--- src/design/md4_pkg.sv ---
package md4_pkg;

	typedef logic [31:0] word_t;

	localparam word_t IV_A = 32'h67452301;
	localparam word_t IV_B = 32'hefcdab89;
	localparam word_t IV_C = 32'h98badcfe;
	localparam word_t IV_D = 32'h10325476;

	localparam int STEPS = 48;
	localparam logic [5:0] LAST_STEP = 6'(STEPS - 1);

	// message word used by a step: straight, transposed, bit-reversed
	function automatic logic [3:0] msg_idx(input logic [5:0] step);
		logic [3:0] idx;
		case (step[5:4])
			2'd0:    idx = step[3:0];
			2'd1:    idx = {step[1:0], step[3:2]};
			default: idx = {step[0], step[1], step[2], step[3]};
		endcase
		return idx;
	endfunction

	function automatic logic [4:0] rot_amt(input logic [5:0] step);
		logic [4:0] s;
		case ({step[5:4], step[1:0]})
			4'b00_00: s = 5'd3;
			4'b00_01: s = 5'd7;
			4'b00_10: s = 5'd11;
			4'b00_11: s = 5'd19;
			4'b01_00: s = 5'd3;
			4'b01_01: s = 5'd5;
			4'b01_10: s = 5'd9;
			4'b01_11: s = 5'd13;
			4'b10_00: s = 5'd3;
			4'b10_01: s = 5'd9;
			4'b10_10: s = 5'd11;
			default:  s = 5'd15;
		endcase
		return s;
	endfunction

	function automatic word_t round_k(input logic [1:0] rnd);
		word_t k;
		case (rnd)
			2'd0:    k = 32'h00000000;
			2'd1:    k = 32'h5a827999;
			default: k = 32'h6ed9eba1;
		endcase
		return k;
	endfunction

	function automatic word_t bswap(input word_t w);
		return {w[7:0], w[15:8], w[23:16], w[31:24]};
	endfunction

endpackage

--- src/design/md4_buf.sv ---
module md4_buf (
	input  logic                 clk,
	input  logic                 we,
	input  logic [5:0]           waddr,
	input  logic [7:0]           wdata,
	input  logic [3:0]           raddr,
	output md4_pkg::word_t       rdata
);
	import md4_pkg::*;

	// 16 little-endian words, byte lane writes
	word_t mem [16];

	always_ff @(posedge clk) begin
		if (we) begin
			mem[waddr[5:2]][{waddr[1:0], 3'b000} +: 8] <= wdata;
		end
		rdata <= mem[raddr];
	end

endmodule

--- src/design/md4_round.sv ---
module md4_round (
	input  md4_pkg::word_t a,
	input  md4_pkg::word_t b,
	input  md4_pkg::word_t c,
	input  md4_pkg::word_t d,
	input  md4_pkg::word_t x,
	input  logic [5:0]     step,
	output md4_pkg::word_t a_new
);
	import md4_pkg::*;

	word_t       f;
	word_t       sum;
	logic [63:0] rot;

	always_comb begin
		case (step[5:4])
			2'd0:    f = (b & c) | (~b & d);
			2'd1:    f = (b & c) | (b & d) | (c & d);
			default: f = b ^ c ^ d;
		endcase
	end

	assign sum   = a + f + x + round_k(step[5:4]);
	assign rot   = {sum, sum} << rot_amt(step);
	assign a_new = rot[63:32];

endmodule

--- src/design/md4_hash_engine.sv ---
// MD4 digest engine.
// Input channel (in_valid/in_ready): one beat is either a message byte
// (command 0, data_byte) or a finish (command 1). Output channel
// (out_valid/out_ready): one beat per finish, the 128-bit digest split into
// digest_high (bytes 0..7) and digest_low (bytes 8..15), byte 0 MSB.
// Data bytes are taken back to back while the engine is idle. The byte
// that completes a 64-byte block starts a compression on the single round
// unit (one word prefetch, 48 steps, one chaining add), during which no
// input is taken.
// A finish writes the padding and length bytes one per cycle (9 to 72)
// with one or two compressions; after the last one the digest is loaded
// into the output register and the engine re-initialises itself.
// The digest sits in an output register: data bytes for the next message
// are taken while it waits; a further finish waits until it is taken.
// Reset: chaining words go to the MD4 initial values, the bit count to zero,
// no output is pending.
module md4_hash_engine (
	input  logic        clk,
	input  logic        arst_n,
	input  logic        in_valid,
	output logic        in_ready,
	input  logic        command,
	input  logic [7:0]  data_byte,
	output logic        out_valid,
	input  logic        out_ready,
	output logic [63:0] digest_high,
	output logic [63:0] digest_low
);
	import md4_pkg::*;

	localparam logic [2:0] S_IDLE  = 3'd0;
	localparam logic [2:0] S_PAD   = 3'd1;
	localparam logic [2:0] S_LEN   = 3'd2;
	localparam logic [2:0] S_CPRE  = 3'd3;
	localparam logic [2:0] S_CSTEP = 3'd4;
	localparam logic [2:0] S_CFIN  = 3'd5;

	logic [2:0]  state_q;
	logic [5:0]  step_q;
	logic [63:0] bit_count_q;
	logic [63:0] len_q;
	logic        fin_q;
	logic        first_q;
	logic        last_q;
	logic        out_valid_q;
	logic [63:0] dig_hi_q;
	logic [63:0] dig_lo_q;
	word_t       h0_q, h1_q, h2_q, h3_q;
	word_t       ra_q, rb_q, rc_q, rd_q;

	logic        in_fire;
	logic        we;
	logic [7:0]  wdata;
	logic [5:0]  pos;
	logic [3:0]  raddr;
	word_t       xword;
	word_t       a_new;
	word_t       s0, s1, s2, s3;

	assign pos      = bit_count_q[8:3];
	assign in_ready = (state_q == S_IDLE) && !(command && out_valid_q);
	assign in_fire  = in_valid && in_ready;

	always_comb begin
		we    = 1'b0;
		wdata = data_byte;
		unique case (state_q)
			S_IDLE: we = in_fire && !command;
			S_PAD: begin
				we    = 1'b1;
				wdata = first_q ? 8'h80 : 8'h00;
			end
			S_LEN: begin
				we    = 1'b1;
				wdata = len_q[{pos[2:0], 3'b000} +: 8];
			end
			default: we = 1'b0;
		endcase
	end

	assign raddr = msg_idx((state_q == S_CSTEP) ? 6'(step_q + 6'd1) : 6'd0);

	md4_buf u_buf (
		.clk   (clk),
		.we    (we),
		.waddr (pos),
		.wdata (wdata),
		.raddr (raddr),
		.rdata (xword)
	);

	md4_round u_round (
		.a     (ra_q),
		.b     (rb_q),
		.c     (rc_q),
		.d     (rd_q),
		.x     (xword),
		.step  (step_q),
		.a_new (a_new)
	);

	assign s0 = h0_q + ra_q;
	assign s1 = h1_q + rb_q;
	assign s2 = h2_q + rc_q;
	assign s3 = h3_q + rd_q;

	always_ff @(posedge clk or negedge arst_n) begin
		if (!arst_n) begin
			state_q     <= S_IDLE;
			step_q      <= '0;
			bit_count_q <= '0;
			fin_q       <= 1'b0;
			first_q     <= 1'b0;
			last_q      <= 1'b0;
			out_valid_q <= 1'b0;
			h0_q        <= IV_A;
			h1_q        <= IV_B;
			h2_q        <= IV_C;
			h3_q        <= IV_D;
		end else begin
			if (out_valid_q && out_ready) begin
				out_valid_q <= 1'b0;
			end
			if (we) begin
				bit_count_q <= bit_count_q + 64'd8;
			end
			unique case (state_q)
				S_IDLE: begin
					if (in_fire && command) begin
						fin_q   <= 1'b1;
						first_q <= 1'b1;
						last_q  <= 1'b0;
						state_q <= S_PAD;
					end else if (in_fire && pos == 6'd63) begin
						state_q <= S_CPRE;
					end
				end
				S_PAD: begin
					first_q <= 1'b0;
					if (pos == 6'd63) begin
						state_q <= S_CPRE;
					end else if (pos == 6'd55) begin
						state_q <= S_LEN;
					end
				end
				S_LEN: begin
					if (pos == 6'd63) begin
						last_q  <= 1'b1;
						state_q <= S_CPRE;
					end
				end
				S_CPRE: begin
					step_q  <= '0;
					state_q <= S_CSTEP;
				end
				S_CSTEP: begin
					step_q <= 6'(step_q + 6'd1);
					if (step_q == LAST_STEP) begin
						state_q <= S_CFIN;
					end
				end
				S_CFIN: begin
					if (fin_q && last_q) begin
						out_valid_q <= 1'b1;
						fin_q       <= 1'b0;
						last_q      <= 1'b0;
						bit_count_q <= '0;
						h0_q        <= IV_A;
						h1_q        <= IV_B;
						h2_q        <= IV_C;
						h3_q        <= IV_D;
						state_q     <= S_IDLE;
					end else begin
						h0_q    <= s0;
						h1_q    <= s1;
						h2_q    <= s2;
						h3_q    <= s3;
						state_q <= fin_q ? S_PAD : S_IDLE;
					end
				end
				default: state_q <= S_IDLE;
			endcase
		end
	end

	// datapath registers
	always_ff @(posedge clk) begin
		if (state_q == S_IDLE && in_fire && command) begin
			len_q <= bit_count_q;
		end
		if (state_q == S_CPRE) begin
			ra_q <= h0_q;
			rb_q <= h1_q;
			rc_q <= h2_q;
			rd_q <= h3_q;
		end else if (state_q == S_CSTEP) begin
			ra_q <= rd_q;
			rb_q <= a_new;
			rc_q <= rb_q;
			rd_q <= rc_q;
		end
		if (state_q == S_CFIN && fin_q && last_q) begin
			dig_hi_q <= {bswap(s0), bswap(s1)};
			dig_lo_q <= {bswap(s2), bswap(s3)};
		end
	end

	assign out_valid   = out_valid_q;
	assign digest_high = dig_hi_q;
	assign digest_low  = dig_lo_q;

	a_cpre_aligned: assert property (@(posedge clk) disable iff (!arst_n)
		state_q == S_CPRE |-> bit_count_q[8:3] == 6'd0)
		else $error("compression started on a partial block");

	a_len_pos: assert property (@(posedge clk) disable iff (!arst_n)
		state_q == S_LEN |-> bit_count_q[8:6] == 3'b111)
		else $error("length beat outside the last eight bytes");

	a_step_end: assert property (@(posedge clk) disable iff (!arst_n)
		state_q == S_CSTEP && step_q == LAST_STEP |=> state_q == S_CFIN)
		else $error("round sequence overran");

	a_reinit: assert property (@(posedge clk) disable iff (!arst_n)
		$rose(out_valid_q) |-> bit_count_q == 64'd0 && h0_q == IV_A && h3_q == IV_D
			&& state_q == S_IDLE)
		else $error("engine not re-initialised after digest");

	a_finish_blocked: assert property (@(posedge clk) disable iff (!arst_n)
		in_fire && command |-> !out_valid_q)
		else $error("finish accepted while a digest is pending");

endmodule
--- config.mk ---
export PLATFORM = sky130hd
export DESIGN_NAME = md4_hash_engine
export DESIGN_NICKNAME = d
export VERILOG_FILES = /design/src/design/md4_pkg.sv /design/src/design/md4_buf.sv /design/src/design/md4_round.sv /design/src/design/md4_hash_engine.sv
export SDC_FILE = /design/constraint.sdc
export NUM_CORES = 2
export LEC_CHECK = 0
export BUFFER_PORTS_ARGS = -buffer_cell sky130_fd_sc_hd__clkbuf_2
export CORE_MARGIN = 10
export CORE_UTILIZATION = 45
export DETAILED_ROUTE_END_ITERATION = 10
export PLACE_DENSITY_LB_ADDON = 0.12
export SYNTH_ARGS = -nofsm -noshare
export SYNTH_HDL_FRONTEND = slang
export SYNTH_SLANG_ARGS = --single-unit
--- constraint.sdc ---
create_clock -name clk -period 6.8 [get_ports clk]
set_input_delay 0.68 -clock clk [delete_from_list [all_inputs] [get_ports clk]]
set_output_delay 0.68 -clock clk [all_outputs]
set_load 0.005 [all_outputs]
### Word level (Yosys, flattened, before mapping)

Memory sizes are Yosys's and may differ from the RTL's. A register that Yosys moved wholly into a read port is not among the register bits.
Cells that the tools add are included.

| word-level totals | value |
|---|---|
| flip-flop bits (word level) | 525 |
| bits in latches | 0 |
| RAM bits | 512 |
| bits in read-only memories | 64 |
| bits of input ports | 13 |
| output and inout bits | 130 |
| word-level logic and storage cells | 130 |
| memories | 2 |

| cells by class | value |
|---|---|
| $add $sub $neg | 10 |
| multipliers | 0 |
| divide/modulo/power cells | 0 |
| order comparisons | 0 |
| equality and inequality tests | 16 |
| shift operators | 4 |
| muxes and demuxes | 44 |
| bitwise operators | 10 |
| reduce and logical (&&, ||, !) cells | 26 |

Memories:

| name | depth | width | rd ports | clocked after memory_dff | wr ports | line | RTL |
|---|---|---|---|---|---|---|---|
| u_buf.mem | 16 | 32 | 1 | 1 | 1 | md4_buf.sv:12 | `word_t mem [16];` |
| (name not given) | 16 | 4 | 1 | 0 | 0 | md4_pkg.sv:26 | `case ({step[5:4], step[1:0]})` |

Operators by type and width:

| cell | number |
|---|---|
| $mux 32 | 13 |
| $add 32x32->32 | 6 |
| $mux 64 | 3 |
| $and 32x32->32 | 4 |
| $or 32x32->32 | 3 |
| $add 64x4->64 const B | 1 |
| $pmux 32 s2 | 1 |
| $shiftx 64x7->8 | 1 |
| $shl 64x5->64 | 1 |
| $xor 32x32->32 | 2 |
| $pmux 31 s2 | 1 |
| $add 32x31->32 | 1 |
| $not 32->32 | 1 |
| $shift 8x7->32 const A | 1 |
| $shiftx 8x7->32 | 1 |
| $eq 6x6->1 const B | 3 |
| $mux 3 | 6 |
| $pmux 3 s6 | 1 |
| $pmux 8 s2 | 1 |
| $logic_and 1x1->1 | 12 |
| $pmux 6 s2 | 1 |
| $mux 1 | 10 |
| $mux 8 | 1 |
| $pmux 4 s2 | 1 |
| other kinds (22) | 34 |

### Longest topological paths before layout

| logic depth | value |
|---|---|
| depth in word-level cells | 10 |
| depth in mapped cells | 22 |

### Cells and area by module

From an unflattened synthesis, not the netlist that was laid out.

| second synthesis, totals | value |
|---|---|
| cells, all modules | 4129 |
| area total of the unflattened synthesis | 53936.7 um^2 |

Modules (own cells, without submodules):

| module | instances | cells each | area each (um^2) |
|---|---|---|---|
| md4_hash_engine | 1 | 2154 | 26502.9 |
| md4_buf | 1 | 952 | 20404.6 |
| md4_round | 1 | 1023 | 7029.2 |

### Worst setup path after synthesis

No wires, ideal clock.

| timing path | value |
|---|---|
| path kind | flip-flop to flip-flop |
| start | register state_q[2] |
| end | register state_q[1] |
| library setup time | 0.078 ns |
| arrival time | 6.189 ns |
| slack | 0.533 ns |
| cell stages (with the launch flop) | 10 |
| path buffers | 1 |
| cell sequence | dfrtp_1 > clkbuf_1 > inv_1 > nand2_1 > nor3_1 > o22ai_1 > o311ai_0 > o21ai_0 > or3_1 > a21oi_1 |

| between the ends | value |
|---|---|
| longest elaborated chain between the ends | 6 |
| elaborated cells on any way between the ends | 17 |
| classes of those cells | eq/ne (9); mux (2); reduce/logical (6) |

Ends and longest elaborated chain:

| element | line | RTL |
|---|---|---|
| from (decl) | md4_hash_engine.sv:38 | `logic [2:0] state_q;` |
| from (signal assigned) | md4_hash_engine.sv:178 | `state_q <= fin_q ? S_PAD : S_IDLE;` |
| $logic_not 3->1 | md4_hash_engine.sv:61, md4_hash_engine.sv:127 |  |
| $logic_and 1x1->1 | md4_hash_engine.sv:61 | `assign in_ready = (state_q == S_IDLE) && !(command && out_valid_q);` |
| $logic_and 1x1->1 | md4_hash_engine.sv:62 | `assign in_fire = in_valid && in_ready;` |
| $logic_and 1x1->1, on equally long branches | md4_hash_engine.sv:129, md4_hash_engine.sv:134 |  |
| $mux 3 or $ne 3x1->1 (tied branches) | n/a |  |
| $pmux 3 s6 or $reduce_and 4->1 (tied branches) | n/a |  |

Parallel ways exist; a longest one is shown, timed or not.
A chain may end at the register's enable or synchronous reset.

### Worst setup path in the final report

| timing path | value |
|---|---|
| start | register step_q[5] |
| end | register rb_q[2], data pin |

| between the ends | value |
|---|---|
| longest elaborated chain between the ends | 8 |
| elaborated cells on any way between the ends | 11 |
| classes of those cells | add/sub (3); eq/ne (1); shift (1); mux (4); reduce/logical (1); memory (1) |

Ends and longest elaborated chain:

| element | line | RTL |
|---|---|---|
| from (decl) | md4_hash_engine.sv:39 | `logic [5:0] step_q;` |
| from (signal assigned) | md4_hash_engine.sv:157 | `step_q <= 6'(step_q + 6'd1);` |
| $eq 2x1->1 or $logic_not 2->1 (tied branches) | md4_pkg.sv:45, md4_round.sv:17 |  |
| $pmux 32 s2 | md4_round.sv:17 | `case (step[5:4])` |
| $add 32x32->32 (2 in series) | md4_round.sv:24 | `assign sum = a + f + x + round_k(step[5:4]);` |
| $add 32x31->32 | md4_round.sv:24 |  |
| $shl 64x5->64 * | md4_round.sv:25 | `assign rot = {sum, sum} << rot_amt(step);` |
| $mux 32 * | md4_hash_engine.sv:196 | `end else if (state_q == S_CSTEP) begin` |
| $mux 32 * | md4_hash_engine.sv:191 | `if (state_q == S_CPRE) begin` |
| to (signal assigned) | md4_hash_engine.sv:193 | `rb_q <= h1_q;` |
| to (signal assigned) | md4_hash_engine.sv:198 | `rb_q <= a_new;` |
| to (decl) | md4_hash_engine.sv:49 | `word_t ra_q, rb_q, rc_q, rd_q;` |

Every way passes the cells marked *; elsewhere a longest branch is shown, timed or not. The select of a mux whose other input is x is not followed.

==> metrics <==
compound-cell area share of the yosys netlist 16.7%; largest family of logic cells by synthesized area compound AO/OA/AOI/OAI gates; setup TNS 0 ps; synth warn 0; fin crit share 90.7%; DR WL/cell 24.7 um; Synth Area in XOR/XNOR 2.97%; Layout area overhead 11.8%; num ports 143; I/O Buffers 142; Detailed Route Iter0 Violations 3502; crit end category flop; total CTS buffers 115; RR Endpoint rb_q[2]; RePlAce Congestion 0.952; Post-Syn Area per Cell 11.3 um^2; flop2flop setup slack 630 ps; Final setup viols 0; Yosys top cell area share 45.9%; final hold vios 0; max_slew headroom 15.7%; vias after detailed routing 38200; CTS root buf clkbuf_16; Sw Ratio 20.9%; crit-path max FO 42; share of layout cells above drive strength 1 10.5%; Reg2Reg Launch Point step_q[5]; final net count 5150; Die ar. 135000 um^2; largest net degree at the start of global routing 116; most numerous cell in the Yosys netlist edfxtp_1; number of synthesized flops with an enable pin 829; HP Class input pin to flop; FF+latch count, synth 1063; critical setup path kind flop to flop; Die Wd 367 um; global-route wire length before repair 242 mm; Final Critical Period 6170 ps; post-synthesis async set-or-reset flop share 19.0%; Main synth FF type edfxtp_1; Distinct cells, synth 89; Final Max Slew Viols 0; Placed Area 56800 um^2; simple-gate share of the synthesized area 11.7%; fin cells 6585; leakage power 22.6 nW; htree depth 3; status finished clean; sw power 2.78 mW; drc violations 0; Cells after Synth 4783; clk_lat worst skew 770 ps; DRT antenna net count 0; total power after layout 13.3 mW; Max-Cap Viols 0; unrepaired setup endpoints after global routing false; placed insts 6366; Crit. Startpoint step_q[5]; total internal power 10.5 mW; Fin Clk Skew 55.2 ps; CP Launch Type flop; area share of fa/ha/maj cells after synthesis 7.38%; Die Ht 367 um; clock tree buffer depth 3; FP Rows 127; setup bufs post-CTS 0; hold path start out_ready; Clk network pwr share 46.9%; CTS clk-pin slew, worst paths 60 ps; total track usage 23.4%; sequential power share 52.2%; DR vias/cell 5.80; CTS tree done; PwrDens 220 nW/um^2; FMAX 162 MHz; post-route cell area 60600 um^2; # clock sinks 1063; Syn Nets 5061; Post-synth top cells edfxtp_1, nand2_1, nor2_1; register area share after synthesis 56.6%; required time of the critical path 7280 ps; Worst Tran Pin Value 1260 ps; routed wire length 162 mm; synth top area cells edfxtp_1, dfrtp_1, nand2_1; Max rail drop VDD 0.231 mV; vias in the first global route 36700; FF-to-FF path depth 17; ANT cells 0; Combinational Power Share 0.9%; multiplexer share of the synthesized area 1.21%; Post-Synthesis Cell Area 54200 um^2; Remaining Overflow, GRT 0; placed wire-length estimate 115 mm; largest area contributor in the netlist edfxtp_1; fillers 10800; antenna violations before repair 6; Core Footprint 120000 um^2; initial core utilization 45.2%; CP endpoint rb_q[2]; Final Core Density 50.6%; critical path arrival 6650 ps; first-pass iteration count of the detailed router 6
## layout by cell type, fill, tap and decap left out, types with 15 or more instances in the layout
cell type	synthesis	routed
nand2_1	631	630
a31oi_1	93	93
and2_0	22	22
nand2b_1	23	23
o21ai_0	237	237
dfxtp_1	32	32
nor3_1	54	53
dfstp_2	64	64
nand3_1	55	55
buf_4	0	76
and2_1	128	128
nor2_1	311	308
xnor2_1	104	104
clkbuf_1	214	36
clkinv_2	0	25
mux2i_1	27	27
fa_1	91	91
a211oi_1	204	203
o211ai_1	53	53
o21bai_1	18	18
clkbuf_2	0	141
a311oi_1	72	72
dfrtp_1	138	137
edfxtp_1	829	829
inv_1	235	234
clkinv_1	0	15
a21o_1	91	91
or3_1	27	27
a21oi_1	244	241
nand4_1	19	19
ha_1	174	174
nor2b_1	34	34
clkbuf_16	0	118
o21a_1	46	46
a22o_1	60	60
o22a_1	59	59
xor2_1	80	80
and3_1	44	42
## critical path: stages (launching register included)
cell and delay [ps]:
dfrtp_1 520, inv_2 560, o211ai_1 180, o21a_1 160, fa_1 390, fa_1 510, inv_1 50, ha_1 330
nor2b_1 170, o2111ai_1 330, a31oi_2 240, a311o_1 500, a2111oi_2 600, nor2_1 150, nor3_1 230, a211o_1 230
nor3_1 70, o31ai_1 610
## sequential cells by signal, indices dropped and copies added, names as in the netlist
name	cells
u_buf.mem	512
digest_high	64
digest_low	64
bit_count_q	61
len_q	61
h0_q	32
h1_q	32
h2_q	32
h3_q	32
ra_q	32
rb_q	32
rc_q	32
rd_q	32
u_buf.rdata	32
step_q	6
state_q	3
fin_q	1
first_q	1
last_q	1
out_valid	1
## repair_timing
action | in CTS | in global routing
hold endpoints to repair | 75 | 0
gates resized for setup | 0 | 0
hold buffers | 1 | 0
## cells by family (layout without fill, tap and decap cells)
logic type / count (synthesis) / in the layout
adders and majority gates: 265 / 265
and+or+nand+nor: 1400 / 1400
AOI/OAI and AO/OA: 1332 / 1332
DFF: 1063 / 1063
xor gates and xnor gates: 184 / 184
muxes: 48 / 48
buffers and inverters: 491 / 681
## metal layers
layer	GRT usage (%)	vias up	part of all wire [%]
li1	-	17800	-
met1	30.9	18900	42
met2	37.8	1135	47
met3	3.34	301	5.2
met4	11.4	0	5.4
met5	0	-	0
## layout make-up
cell class,instances,area [um^2],area share [%]
sequential,1063,30700,50.6
multi-input combinational,3229,21800,36.0
clock buffer,160,3170,5.23
tap,1612,2020,3.33
timing repair buffer,227,1460,2.41
inverter,236,888,1.47
clock inverter,58,592,0.977
## worst min-delay path by stage
stage / to / slack [ps] / cells past startpoint
detailed placement: len_q[55] / 460 / 0
CTS: out_valid / 100 / 3
global placement: len_q[55] / 460 / 0
finish: out_valid / 150 / 3
floorplan: bit_count_q[10] / 380 / 0
global route: out_valid / 150 / 3
## stage by stage
step / setup WS [ps] / hold WS, ps
after floorplan: 533 / 384
after global placement: 727 / 457
after detailed placement: 746 / 456
after CTS: 712 / 104
after global routing: 447 / 151
final: 632 / 154
## power groups by stage
stage	Combinational (mW)	Sequential, mW	Clock (mW)
final	0.126	6.95	6.25
after detailed placement	0.130	7.09	0
after global routing	0.139	6.95	6.62
after global placement	0.128	7.09	0
after floorplan	0.0552	7.09	0
after CTS	0.130	6.95	6.36
(Power assumes the default switching activity.)
